===== config.mk =====
export PLATFORM = sky130hd
export DESIGN_NAME = dns_name_label_encoder
export DESIGN_NICKNAME = d
export VERILOG_FILES = /design/src/design/dnle_pkg.sv /design/src/design/dnle_ctrl.sv /design/src/design/dnle_dp.sv /design/src/design/dns_name_label_encoder.sv
export SDC_FILE = /design/constraint.sdc
export NUM_CORES = 1
export LEC_CHECK = 0
export ABC_AREA = 0
export BUFFER_PORTS_ARGS = -buffer_cell sky130_fd_sc_hd__buf_2
export CAP_MARGIN = 40
export CELL_PAD_IN_SITES_DETAIL_PLACEMENT = 1
export CELL_PAD_IN_SITES_GLOBAL_PLACEMENT = 2
export CORE_MARGIN = 5
export CORE_UTILIZATION = 45
export CTS_CLUSTER_DIAMETER = 30
export CTS_CLUSTER_SIZE = 14
export DETAILED_ROUTE_END_ITERATION = 12
export PLACE_DENSITY = 0.7
export SYNTH_ARGS = -nofsm -noshare
export SYNTH_HDL_FRONTEND = slang
export SYNTH_SLANG_ARGS = --single-unit

===== constraint.sdc =====
create_clock -name clk -period 4.15 [get_ports clk]
set_clock_uncertainty 0.1 [all_clocks]
set_input_delay 0.2075 -clock clk [delete_from_list [all_inputs] [get_ports clk]]
set_output_delay 0.2075 -clock clk [all_outputs]
set_load 0.01 [all_outputs]

===== src/design/dnle_pkg.sv =====
// Shared types and constants for the DNS name label encoder.
`timescale 1ns / 1ps

package dnle_pkg;

    // Default label bound and the store depth that follows from it
    localparam int LABEL_MAX_DEF = 62;

    // Character codes and the zone marker
    localparam logic [7:0] CHAR_END  = 8'h00;
    localparam logic [7:0] CHAR_DOT  = 8'h2E;
    localparam logic [7:0] ZONE_MARK = 8'hC0;

    // Controller states
    typedef enum logic [2:0] {
        ST_ACCEPT,
        ST_LEN,
        ST_RD,
        ST_CHR,
        ST_TERM
    } dnle_state_t;

    // Commands from the controller to the datapath
    typedef struct packed {
        logic store_char;  // write an accepted label character
        logic take_delim;  // latch the kind of an accepted delimiter
        logic load_len;    // put the length byte or zone marker into the output word
        logic rd_issue;    // read the store at the read pointer
        logic load_chr;    // put the read character into the output word
        logic load_term;   // put the zero terminator into the output word
        logic clear;       // start a new label
    } dnle_cmd_t;

    // Status from the datapath to the controller
    typedef struct packed {
        logic in_delim;    // input word is a dot or the terminator
        logic count_zero;  // label holds no character
        logic at_end;      // label being flushed ends the name
        logic rd_last;     // read pointer is at the last stored character
        logic out_free;    // output register can take a word this cycle
    } dnle_status_t;

endpackage


===== src/design/dnle_ctrl.sv =====
// Controller state machine of the DNS name label encoder.
`timescale 1ns / 1ps

module dnle_ctrl
    import dnle_pkg::*;
(
    input  logic         clk,
    input  logic         rst_n,
    input  logic         in_valid,
    output logic         in_ready,
    input  dnle_status_t status,
    output dnle_cmd_t    cmd
);

    dnle_state_t state_reg;
    dnle_state_t state_next;

    // State register
    always_ff @(posedge clk or negedge rst_n)
    begin
        if (!rst_n)
        begin
            state_reg <= ST_ACCEPT;
        end
        else
        begin
            state_reg <= state_next;
        end
    end

    // Next state and commands
    always_comb
    begin
        state_next = state_reg;
        cmd        = '0;
        in_ready   = 1'b0;
        unique case (state_reg)
            ST_ACCEPT:
            begin
                in_ready = 1'b1;
                if (in_valid)
                begin
                    if (status.in_delim)
                    begin
                        cmd.take_delim = 1'b1;
                        state_next     = ST_LEN;
                    end
                    else
                    begin
                        cmd.store_char = 1'b1;
                    end
                end
            end
            ST_LEN:
            begin
                if (status.out_free)
                begin
                    cmd.load_len = 1'b1;
                    if (!status.count_zero)
                    begin
                        state_next = ST_RD;
                    end
                    else if (status.at_end)
                    begin
                        state_next = ST_TERM;
                    end
                    else
                    begin
                        cmd.clear  = 1'b1;
                        state_next = ST_ACCEPT;
                    end
                end
            end
            ST_RD:
            begin
                cmd.rd_issue = 1'b1;
                state_next   = ST_CHR;
            end
            ST_CHR:
            begin
                if (status.out_free)
                begin
                    cmd.load_chr = 1'b1;
                    if (!status.rd_last)
                    begin
                        state_next = ST_RD;
                    end
                    else if (status.at_end)
                    begin
                        state_next = ST_TERM;
                    end
                    else
                    begin
                        cmd.clear  = 1'b1;
                        state_next = ST_ACCEPT;
                    end
                end
            end
            ST_TERM:
            begin
                if (status.out_free)
                begin
                    cmd.load_term = 1'b1;
                    cmd.clear     = 1'b1;
                    state_next    = ST_ACCEPT;
                end
            end
            default:
            begin
                state_next = ST_ACCEPT;
            end
        endcase
    end

endmodule


===== src/design/dnle_dp.sv =====
// Datapath of the DNS name label encoder: label store, counters and output register.
`timescale 1ns / 1ps

module dnle_dp
    import dnle_pkg::*;
#(
    parameter int LABEL_MAX = LABEL_MAX_DEF
)
(
    input  logic         clk,
    input  logic         rst_n,
    input  logic [7:0]   in_char,
    input  dnle_cmd_t    cmd,
    output dnle_status_t status,
    output logic         out_valid,
    input  logic         out_ready,
    output logic [7:0]   out_byte,
    output logic         out_ovf,
    output logic         out_last
);

    localparam int CntW = $clog2(LABEL_MAX + 1);
    localparam int IdxW = (LABEL_MAX > 1) ? $clog2(LABEL_MAX) : 1;
    localparam logic [CntW-1:0] CountMax = CntW'(LABEL_MAX);

    // Label store, contents undefined until written
    logic [7:0] store_mem [LABEL_MAX];

    logic [CntW-1:0] count_reg;
    logic [CntW-1:0] count_next;
    logic            ovf_reg;
    logic            ovf_next;
    logic            end_reg;
    logic            end_next;
    logic [CntW-1:0] rd_idx_reg;
    logic [CntW-1:0] rd_idx_next;
    logic [7:0]      rd_data_reg;

    logic            out_valid_reg;
    logic            out_valid_next;
    logic [7:0]      out_byte_reg;
    logic [7:0]      out_byte_next;
    logic            out_ovf_reg;
    logic            out_ovf_next;
    logic            out_last_reg;
    logic            out_last_next;

    logic            room;
    logic [7:0]      len_byte;

    assign room     = (count_reg < CountMax);
    assign len_byte = {{(8 - CntW){1'b0}}, count_reg};

    // Status towards the controller
    assign status.in_delim   = (in_char == CHAR_DOT) || (in_char == CHAR_END);
    assign status.count_zero = (count_reg == '0);
    assign status.at_end     = end_reg;
    assign status.rd_last    = (CntW'(rd_idx_reg + 1'b1) == count_reg);
    assign status.out_free   = !out_valid_reg || out_ready;

    // Write characters, read one entry per request
    always_ff @(posedge clk)
    begin
        if (cmd.store_char && room)
        begin
            store_mem[count_reg[IdxW-1:0]] <= in_char;
        end
        if (cmd.rd_issue)
        begin
            rd_data_reg <= store_mem[rd_idx_reg[IdxW-1:0]];
        end
    end

    // Label bookkeeping
    always_comb
    begin
        count_next  = count_reg;
        ovf_next    = ovf_reg;
        end_next    = end_reg;
        rd_idx_next = rd_idx_reg;
        if (cmd.store_char)
        begin
            if (room)
            begin
                count_next = count_reg + 1'b1;
            end
            else
            begin
                ovf_next = 1'b1;
            end
        end
        if (cmd.take_delim)
        begin
            end_next = (in_char == CHAR_END);
        end
        if (cmd.load_len)
        begin
            rd_idx_next = '0;
        end
        if (cmd.load_chr)
        begin
            rd_idx_next = rd_idx_reg + 1'b1;
        end
        if (cmd.clear)
        begin
            count_next  = '0;
            ovf_next    = 1'b0;
            rd_idx_next = '0;
        end
    end

    // Output word: load one of three sources, drop the word once taken
    always_comb
    begin
        out_valid_next = out_valid_reg;
        out_byte_next  = out_byte_reg;
        out_ovf_next   = out_ovf_reg;
        out_last_next  = out_last_reg;
        if (out_valid_reg && out_ready)
        begin
            out_valid_next = 1'b0;
        end
        priority if (cmd.load_len)
        begin
            out_valid_next = 1'b1;
            out_byte_next  = (end_reg && status.count_zero) ? ZONE_MARK : len_byte;
            out_ovf_next   = ovf_reg;
            out_last_next  = status.count_zero && !end_reg;
        end
        else if (cmd.load_chr)
        begin
            out_valid_next = 1'b1;
            out_byte_next  = rd_data_reg;
            out_ovf_next   = ovf_reg;
            out_last_next  = status.rd_last && !end_reg;
        end
        else if (cmd.load_term)
        begin
            out_valid_next = 1'b1;
            out_byte_next  = CHAR_END;
            out_ovf_next   = ovf_reg;
            out_last_next  = 1'b1;
        end
        else
        begin
            out_valid_next = out_valid_next;
        end
    end

    // Control registers
    always_ff @(posedge clk or negedge rst_n)
    begin
        if (!rst_n)
        begin
            count_reg     <= '0;
            ovf_reg       <= 1'b0;
            end_reg       <= 1'b0;
            rd_idx_reg    <= '0;
            out_valid_reg <= 1'b0;
        end
        else
        begin
            count_reg     <= count_next;
            ovf_reg       <= ovf_next;
            end_reg       <= end_next;
            rd_idx_reg    <= rd_idx_next;
            out_valid_reg <= out_valid_next;
        end
    end

    // Payload of the output word
    always_ff @(posedge clk)
    begin
        out_byte_reg <= out_byte_next;
        out_ovf_reg  <= out_ovf_next;
        out_last_reg <= out_last_next;
    end

    assign out_valid = out_valid_reg;
    assign out_byte  = out_byte_reg;
    assign out_ovf   = out_ovf_reg;
    assign out_last  = out_last_reg;

    // The label never holds more than the bound
    assert property (@(posedge clk) disable iff (!rst_n) count_reg <= CountMax)
        else $error("label count beyond bound");

    // Starting a new label empties the count and the overflow mark
    assert property (@(posedge clk) disable iff (!rst_n)
        cmd.clear |=> (count_reg == '0) && !ovf_reg)
        else $error("label not cleared");

    // An empty final label gives the zone marker
    assert property (@(posedge clk) disable iff (!rst_n)
        cmd.load_len && end_reg && (count_reg == '0) |=> out_byte_reg == ZONE_MARK)
        else $error("zone marker missing");

    // A word is only loaded when the output register has room
    assert property (@(posedge clk) disable iff (!rst_n)
        (cmd.load_len || cmd.load_chr || cmd.load_term) |-> status.out_free)
        else $error("output word overwritten");

endmodule


===== src/design/dns_name_label_encoder.sv =====
// Top level of the DNS name label encoder.
//
// Channel   Dir  Word                      Accepted when
// s_axis    in   tdata[7:0] name_char      s_axis_tvalid && s_axis_tready
// m_axis    out  tdata[7:0] out_byte,      m_axis_tvalid && m_axis_tready
//                tuser[0] label_overflow,
//                tlast last_of_run
//
// A label character is accepted and written into the label store while it has room.
// A dot or the zero byte starts a flush: the length byte or zone marker, then a store
// read and an output load per character, and the terminator when the name ends.
// The registered store read ahead of each character load sets the flush rate.
// Input is not taken during a flush; output stalls hold the flush in place.
// Reset is asynchronous and empties the label; the store itself is not cleared.
`timescale 1ns / 1ps

module dns_name_label_encoder
    import dnle_pkg::*;
#(
    parameter int LABEL_MAX = LABEL_MAX_DEF
)
(
    input  logic       clk,
    input  logic       rst_n,
    input  logic       s_axis_tvalid,
    output logic       s_axis_tready,
    input  logic [7:0] s_axis_tdata,   // [7:0] name_char
    output logic       m_axis_tvalid,
    input  logic       m_axis_tready,
    output logic [7:0] m_axis_tdata,   // [7:0] out_byte
    output logic [0:0] m_axis_tuser,   // [0] label_overflow
    output logic       m_axis_tlast
);

    dnle_cmd_t    cmd;
    dnle_status_t status;

    dnle_ctrl u_ctrl (
        .clk      (clk),
        .rst_n    (rst_n),
        .in_valid (s_axis_tvalid),
        .in_ready (s_axis_tready),
        .status   (status),
        .cmd      (cmd)
    );

    dnle_dp #(
        .LABEL_MAX (LABEL_MAX)
    ) u_dp (
        .clk       (clk),
        .rst_n     (rst_n),
        .in_char   (s_axis_tdata),
        .cmd       (cmd),
        .status    (status),
        .out_valid (m_axis_tvalid),
        .out_ready (m_axis_tready),
        .out_byte  (m_axis_tdata),
        .out_ovf   (m_axis_tuser[0]),
        .out_last  (m_axis_tlast)
    );

endmodule


==> impl_metrics.yaml <==
finish:
  nFillCells: 4128
  largest_reg_flops: 496
  num_antenna_cells: 0
  drive_gt1_share_pct: 29.9
  syn2layout_area_growth_pct: 23.5
  layout.nets: 1261
  fin_cells: 1942
  fin_area_um2: 26100
  fin_util_pct: 56.1
global_routing:
  overflow: 0
  grt_pass1_vias: 11881
  grt_max_degree: 65
  antenna_found_initial: 3
  grt_pass1_wl_mm: 81.7
  grt_usage_pct: 22.0
clock_network:
  cts_tree: "built"
  cts_buffer_depth: 3
  clkSlewWorstSetupHoldPaths_ps: 50
  clkLatencyLatePin_ps: 640
  cts_buffers: 105
  cts.sinks: 532
  cts_root_buffer: "clkbuf_16"
  cts.repair.resized: 0
  htree_num_levels: 3
placement:
  portBuffers: 23
  hpwl_mm: 34.1
  pre_cts_ws_ps: 821
  place_congestion: 0.801
  dp_cells: 1735
  place_area_um2: 22300
route:
  antenna_left: 0
  wl_per_cell_um: 28.5
  drt_iter0_drc: 1081
  wl_met2_mm: 26.2
  top_layer: "met4"
  dr.pass1.iters: 5
  wl_mm: 55.4
  vias: 11206
  vias_per_cell: 5.77
  wl_met3_mm: 3.44
  drc: 0
  met1_length_mm: 24.6
synthesis:
  synth.area.top_cells: "edfxtp_1, mux4_2, mux2i_1, dfrtp_1, nor2_1"
  yosysMostFrequentCell: "edfxtp_1"
  yosys.area.top_type_share_pct: 73.1
  synth_nets: 1109
  synthCells: 1094
  ys_seq_elements: 532
  synth-edff-count: 514
  synth_area_um2: 21100
  synthTopCellsByCount: "edfxtp_1, mux4_2, nor2_1, mux2i_1, nand2_1"
  ys_seq_area_share_pct: 75.2
  synth_warnings: 0
  synth_cell_type_count: 56
  synthArstFlopShare_pct: 3.38
  synth.avg_cell_area_um2: 19.3
  synth_area_leader_cell: "edfxtp_1"
  ys.flop_type: "edfxtp_1"
worst_setup_path:
  critical_path_required_ps: 4310
  cp-start-kind: "flip-flop"
  crit_type: "reg2reg"
  critPathArrivalTime_ps: 3540
  cp-end-kind: "flip-flop"
  crit_fanout: 8
sta:
  worst_pin_slew_ps: 902
  fin_setup_tns_ps: 0
  finalSetupViolations: 0
  slew_headroom_pct: 39.6
  fin_crit_sh_pct: 81.5
  final_period_minus_worst_setup_slack_ps: 3380
  finalMaxSlewViolations: 0
  fmax_mhz: 296
  hold_viol: 0
  fin_ws_ps: 768
  rsz0062_at_grt: "no"
die:
  rows: 79
  dieArea_um2: 51400
  start_util_pct: 45.5
  dieWidth_um: 227
  fp.coreArea_um2: 46500
  fp.dieH_um: 227
  io_pins: 24
status:
  status: "complete, no violations"
flow_run:
  max_cap_violations: 0
hold_path:
  hold_class: "in2reg"
pwr:
  ir_drop_mv: 0.464
  p_leak_nw: 8.59
  powerDensity_nw_per_um2: 685
## layout by cell type (no fill, tap or decap), drive strengths merged, types with 7 or more instances in the layout
cell type	n
a21oi	27
a22oi	10
a31oi	8
buf	92
bufinv	18
clkbuf	116
clkinv	46
clkinvlp	10
dfrtp	18
dlygate4sd3	9
edfxtp	514
inv	14
mux2i	49
mux4	115
nand2	41
nand2b	7
nand3	18
nor2	100
nor2b	12
nor3	12
o21ai	16
o22ai	14
## path summary, 6_finish.rpt
path | end | from | cells past startpoint | slack [ps]
worst max-delay path | u_dp.store_mem[9][4] | u_ctrl.state_reg[0] | 5 | 770
worst min-delay path | u_dp.store_mem[6][1] | s_axis_tdata[1] | 2 | 60
worst max register to register | u_dp.store_mem[9][4] | u_ctrl.state_reg[0] | 5 | 770
worst min register to register | u_dp.out_ovf | u_dp.ovf_reg | 0 | 360
max in group asynchronous | u_dp.rd_idx_reg[1] | rst_n | 4 | 2980
min in group asynchronous | u_dp.end_reg | rst_n | 3 | 520
## layer usage
| metal | track usage, % | vias to the layer above |
|---|---|---|
| met5 | 0 | - |
| met4 | 6.87 | 0 |
| met3 | 4.82 | 68 |
| met2 | 33.8 | 349 |
| met1 | 32.1 | 5982 |
| li1 | - | 4807 |
## worst max-delay path, cell delays in order, from the launching register on
cell and delay (ps):
dfrtp_1 440, nor3_1 420, nand2_1 190, nor3_1 420, nand3b_1 590, nor2_1 860
## timing repair
| item | 4_1_cts | 5_1_grt |
|---|---|---|
| endpoints found under the hold margin | 50 | 0 |
| hold buffers | 9 | 0 |
| setup buffers | 0 | 0 |
## cell families (layout without fill, tap and decap cells)
group / Yosys count / after routing / synth area share, %
AO/OA/AOI/OAI: 106 / 106 / 3.34
multiplexers: 169 / 169 / 14.9
adder cells (fa/ha/maj): 3 / 3 / 0.178
XOR/XNOR: 10 / 10 / 0.415
buffers and inverters: 64 / 305 / 1.52
AND/OR/NAND/NOR: 210 / 210 / 4.47
flip-flops: 532 / 532 / 75.2
## where the power goes
group	switching (mW)	total [mW]	internal, mW
registers	0.249	6.39	6.14
clock network	2.80	8.63	5.83
logic	1.58	2.85	1.27
total	4.63	17.9	13.2
## area by class of cell
cell class / count / area [um^2] / share of cell area [%]
tap: 607 / 759 / 2.91
clock buffer: 116 / 2710 / 10.4
inverter: 8 / 30.0 / 0.115
clock inverter: 80 / 961 / 3.69
timing repair buffer: 101 / 801 / 3.07
sequential: 532 / 15900 / 61.0
multi-input combinational: 498 / 4920 / 18.9
## metrics by stage
stage / power [mW] / hold slack [ps]
3_5_place_dp: 9.33 / 94.7
2_1_floorplan: 8.29 / -188
6_report: 17.9 / 55.9
4_1_cts: 18.0 / 33.3
5_1_grt: 18.5 / 47.2
3_3_place_gp: 9.27 / 92.1
No activity file was read; power rests on OpenSTA's default activity.
